**config.mk**
```make
export PLATFORM = sky130hd
export DESIGN_NAME = acs_div
export DESIGN_NICKNAME = d
export VERILOG_FILES = /design/src/design/acs_div.sv
export SDC_FILE = /design/constraint.sdc
export NUM_CORES = 1
export LEC_CHECK = 0
export BUFFER_PORTS_ARGS = -buffer_cell sky130_fd_sc_hd__buf_2
export CORE_MARGIN = 2
export CORE_UTILIZATION = 45
export DETAILED_ROUTE_END_ITERATION = 6
export GPL_TIMING_DRIVEN = 0
export SLEW_MARGIN = 25
export SYNTH_ARGS = -nofsm -noshare
export SYNTH_HDL_FRONTEND = slang
export SYNTH_SLANG_ARGS = --single-unit
```
**constraint.sdc**
```tcl
create_clock -name clk -period 6 [get_ports clk]
set_input_delay 0.6 -clock clk [delete_from_list [all_inputs] [get_ports clk]]
set_output_delay 0.6 -clock clk [all_outputs]
set_load 0.05 [all_outputs]
```
**src/design/acs_div.sv**
```systemverilog
// Signed 8-bit divider, restoring, one quotient bit per cycle, truncating.
// Stand-alone; used by the top level for the divide instruction.
module acs_div (
  input  logic       clk,
  input  logic       rst,
  input  logic       start,
  input  logic [7:0] dividend,
  input  logic [7:0] divisor,
  output logic       done,
  output logic [7:0] quot
);
  logic       busy;
  logic [2:0] cnt;
  logic [7:0] num;
  logic [7:0] den;
  logic [8:0] rem;
  logic       neg;
  logic [8:0] shifted;
  logic [8:0] diff;
  logic       ge;

  assign shifted = {rem[7:0], num[7]};
  assign diff    = shifted - {1'b0, den};
  assign ge      = !diff[8];
  assign quot    = neg ? 8'(-num) : num;

  always_ff @(posedge clk) begin
    if (rst) begin
      busy <= 1'b0;
      done <= 1'b0;
      cnt  <= '0;
    end else begin
      done <= 1'b0;
      if (start) begin
        busy <= 1'b1;
        cnt  <= '0;
      end else if (busy) begin
        cnt <= cnt + 3'd1;
        if (cnt == 3'd7) begin
          busy <= 1'b0;
          done <= 1'b1;
        end
      end
    end
  end

  always_ff @(posedge clk) begin
    if (start) begin
      // Magnitudes; the magnitude of -128 is 0x80 read as unsigned.
      num <= dividend[7] ? 8'(-dividend) : dividend;
      den <= divisor[7] ? 8'(-divisor) : divisor;
      rem <= '0;
      neg <= dividend[7] ^ divisor[7];
    end else if (busy) begin
      rem <= ge ? diff : shifted;
      num <= {num[6:0], ge};
    end
  end
endmodule

```
* Word level (Yosys, flattened, before mapping) *
Index checks and enable logic that the tools add are counted.

storage, ports and cells
  register bits after elaboration = 30
  input port bits = 19
  output and inout bits = 9
  word-level logic and storage cells = 30

cells by class
  add/subtract/negate cells = 5
  equality and inequality tests = 1
  muxes and demuxes = 10
  bitwise gates (word level) = 2
  reductions and logical operators = 4

operators with widths
  kind                                                           count
  8-bit two-way mux                                              5
  8-bit negator                                                  3
  9-bit by 8-bit subtractor with 9-bit output                    1
  7-bit two-way mux                                              1
  1-bit two-way mux                                              4
  3-bit by 1-bit adder with 3-bit output, second input constant  1
  3-bit == test, second input constant                           1
  3-bit OR reduction                                             1
  2-bit nonzero test                                             1
  2-bit OR reduction                                             1
  1-bit logical NOT                                              1
  1-bit inverter                                                 1
  1-bit XOR                                                      1

* Longest topological paths before layout *
  depth after elaboration = 4
  depth in mapped cells = 8
  depth with buffers taken out = 8

* Worst setup path before layout *
OpenSTA, ideal clock, no wires.

  kind = reg-to-reg
  start point = reg num[7]
  end point = reg rem[1]
  setup time = 95 ps
  data arrival time = 2237 ps
  data required time = 5905 ps
  setup slack = 3668 ps
  stages on the path, launching flop included = 9
  buffers on the path = 0
  cell sequence = edfxtp_1 > inv_1 > ha_1 > fa_1 > nand2b_1 > a211oi_2 > mux2_4 > a2111o_1 > o311ai_1

on the way
  cells in the longest elaborated chain, start to end = 2

ends and longest elaborated chain
  what                                         RTL line  text
  from (decl)                                  14        logic [7:0] num;
  from (signal assigned)                       50        num <= dividend[7] ? 8'(-dividend) : dividend;
  from (signal assigned)                       56        num <= {num[6:0], ge};
  9-bit by 8-bit subtractor with 9-bit output  23        assign diff = shifted - {1'b0, den};
  8-bit two-way mux                            55        rem <= ge ? diff : shifted;
  to (signal assigned)                         55
  to (decl)                                    16        logic [8:0] rem;

No other way between the ends.
A chain may end at the register's enable or synchronous reset.

* Final worst setup path *
  start point = reg num[7]
  end point = reg rem[0]

on the way
  cells in the longest elaborated chain, start to end = 2

ends and longest elaborated chain
  what                                         RTL line
  9-bit by 8-bit subtractor with 9-bit output  23
  8-bit two-way mux *                          55

Mark *: on every way between the ends. The rest lies on a longest branch, timed or not.

==> impl_results.md <==
- Run status: finished clean
- Final net count: 292
- CP delay by family, top: adder cells
- Combinational family with the most area after synthesis: compound AO/OA/AOI/OAI gates
- Post-Synth XOR/XNOR Area: between 8 and 9%
- DIE AREA: roughly 5100 um2
- Row count: 24
- # diodes: 0
- Initial antenna violation count: 0
- Post-DRT Antenna Nets: 0
- Die Ht: between 70 and 80 um
- Port Buffer Count: 25
- Max Cap Viol: 0
- First-pass GRT wire length: 7.62 mm
- Layout fillers: between 400 and 500
- Synth Area in Compound Gates: a little over a fifth
- Design area: approximately 2300 um2
- Slowest cell delay on critical path: roughly 0.5 ns
- HP Class: reg -> reg
- DRC Markers: 0
- Final count of pins violating max slew: 0
- Top_reg_cell synth: edfxtp_1
- Ys Warns: 0
- Setup TNS: 0 ns
- GP Congestion: between 0.7 and 0.8
- RSZ-0062 raised after global routing: no
- Num Clock Sinks: 30
- Post-Syn Area: about 2000 um2
- CTS root buf: clkbuf_8
- Num CTS Buffers: 5
- Final core occ: 53.3%
- Crit path capture type: flop
- Max_slew headroom: approximately three fifths
- Pre-Repair DR Iteration Count: 4
- Final setup viols: 0
- Reg clk slew, reported paths: around 0.070 ns
- Post-synth EDFFs: 17
- Largest net degree at the start of global routing: 11
- Layout cells sized above 1: between 10% and 20%
- Post-CTS Repair Setup Buffers: 0
- DR iter-0 viols: between 100 and 150
- Final Power: roughly 0.66 mW
- Vias in the first global route: 1,655
- Worst Path Buf+Inv: 1
- Ys async rst share: 0%
- Critical Path AT: 2.94 ns
- Crit path launch type: flop
- Post-synth top area cell: edfxtp_1
- Crit path max-delay cell type: mux2i_1
- Clock Skew: about 0.015 ns
- Share of the synthesized area in the top cell type: 24.9%
- Post-synthesis mux area share: 2.69%
- Area delta synth->final: 13.9%
- Final Critical Period: ~2.7 ns
- Post-Synth Simple-Gate Area: approximately 16%
- Worst Path Required: 6.20 ns
- Clock buffer depth: 2
- GRT Total Usage: 19.0%
- Post-Syn Nets: 260
- DR vias: 1,690
- Critical Path Fanout Max: 6
- Synth Area in Adders: 8.91%
- TritonCTS clock tree: built
- Core Box Area: 4380 um2
- Drt wl/cell: about 14 um
- Synthesized flop and latch total: 30
- Clk_lat worst skew: 0.29 ns
- GRT overflow: 0
- Final Routed Wirelength: approximately 4.3 mm
- Hold_buf cts: 0
- Layout Cells excl Fill: roughly 310
- Post-synthesis sequential area ratio: 37.6%
- Dpl cells: 304
- Fin worst setup slack: approximately 3.3 ns
- Fin. Hold Viols: 0
- WS Path Type: reg -> reg
- Pwr Density: 281 nW/um2
- CP Cell Sequence: inv_1 > ha_1 > fa_1 > nand2b_1 > a211oi_2 > mux2i_1 > nor2_1 > a311oi_1
- Fin crit share: 45.6%
- Initial core utilization: between 40% and 50%
- Post-Place Cell Area: 2240 um2
- Clock H-tree levels: 2
- I/O Pins: 28
- Max Fclk: between 0.3 and 0.4 GHz
- VDD IR-drop max: between 0.00015 and 0.0002 V
- Slew @ Worst Pin: about 0.58 ns
- P_leak: 0.973 nW
- DP HPWL: 3.33 mm
- Final hold slack: around 0.51 ns
- Post-synth cell types: 43
- Gate Count Post-Synth: between 200 and 250
- Die W: ~71 um
- Largest cells by area after synthesis: edfxtp_1 25%, dfxtp_1 13%, ha_1 7.9%, xnor2_1 6.0%, nor2_1 3.7%
- CTS resizes: 0
- Syn avg cell area: about 9.0 um2
- Pre-CTS setup slack: 3.32 ns
- DR vias/cell: approximately 5.4
==> cell usage after synthesis (2+ instances only) <==
cell,instances
a211oi_1,3
a21o_1,2
a21oi_1,13
a311oi_1,3
and3_1,2
clkbuf_1,6
dfxtp_1,13
edfxtp_1,17
ha_1,13
inv_1,19
mux2i_1,4
nand2_1,17
nand2b_1,10
nand3_1,4
nor2_1,20
nor2b_1,2
nor3_1,5
nor4_1,2
o21a_1,2
o21ai_0,15
o221a_2,2
o221ai_1,3
o311a_1,2
o31a_1,3
o31ai_1,5
or3_1,6
xnor2_1,14
xor2_1,5
==> path summary, 6_finish.rpt <==
path,startpoint,to,slack [ns],cells after the start
worst max register to register,num[7],rem[0],3.26,8
worst min-delay path,rem[3],rem[3],0.51,2
worst min register to register,rem[3],rem[3],0.51,2
worst max-delay path,num[7],rem[0],3.26,8
==> routing by layer <==
metal / GRT usage [%] / wire, um / vias to the layer above
met4: 7.76 / 61 / 0
li1: - / - / 890
met5: 0 / 0 / -
met3: 2.95 / 120 / 5
met2: 30.0 / 1970 / 25
met1: 26.0 / 2130 / 770
==> registers in the layout (all words and copies together) (netlist names) <==
signal and cells:
den 8, num 8, busy 1, cnt 3, neg 1, rem 8
done 1
==> worst min-delay path, stage by stage, from the launching register on <==
cell and delay [ns]:
dfxtp_1 0.33, nor2_1 0.09, a311oi_1 0.05
==> where the power goes <==
part | switching (mW) | internal [mW] | total [mW]
logic | 0.145 | 0.0809 | 0.226
registers | 0.0169 | 0.241 | 0.258
clock network | 0.0792 | 0.0920 | 0.171
total | 0.241 | 0.414 | 0.655
==> placed cells by master, fill, tap and decap left out, types with 3 or more instances in the layout <==
cell type / n
ha_1: 13
a311oi_1: 3
a211oi_1: 3
buf_2: 25
clkbuf_8: 6
nand3_1: 4
or3_1: 6
o221ai_1: 3
nor3_1: 5
nand2b_1: 10
edfxtp_1: 17
mux2i_1: 4
a21oi_1: 13
dfxtp_1: 13
clkbuf_1: 6
o21ai_0: 15
nand2_1: 17
o31ai_1: 5
xnor2_1: 14
inv_1: 19
o31a_1: 3
nor2_1: 20
xor2_1: 5
==> logic make-up (layout without fill, tap and decap cells) <==
kind of cell | Yosys count | count (layout)
buffers and inverters | 27 | 60
adder cells (fa/ha/maj) | 14 | 14
flip-flops | 30 | 30
multiplexers | 5 | 5
AO/OA/AOI/OAI | 62 | 62
AND/OR/NAND/NOR | 70 | 70
XOR/XNOR | 19 | 19
==> area by class of cell <==
class                      count  area (um2)  share of cell area, %
tap                           52        65.1                   2.79
clock inverter                 2        12.5                  0.536
buffer                         8        33.8                   1.45
sequential                    30         771                   33.0
timing repair buffer          25         125                   5.36
multi-input combinational    170        1170                   50.3
clock buffer                   6        82.6                   3.54
inverter                      19        71.3                   3.05
Note: power is estimated with default switching activity, not from simulation.
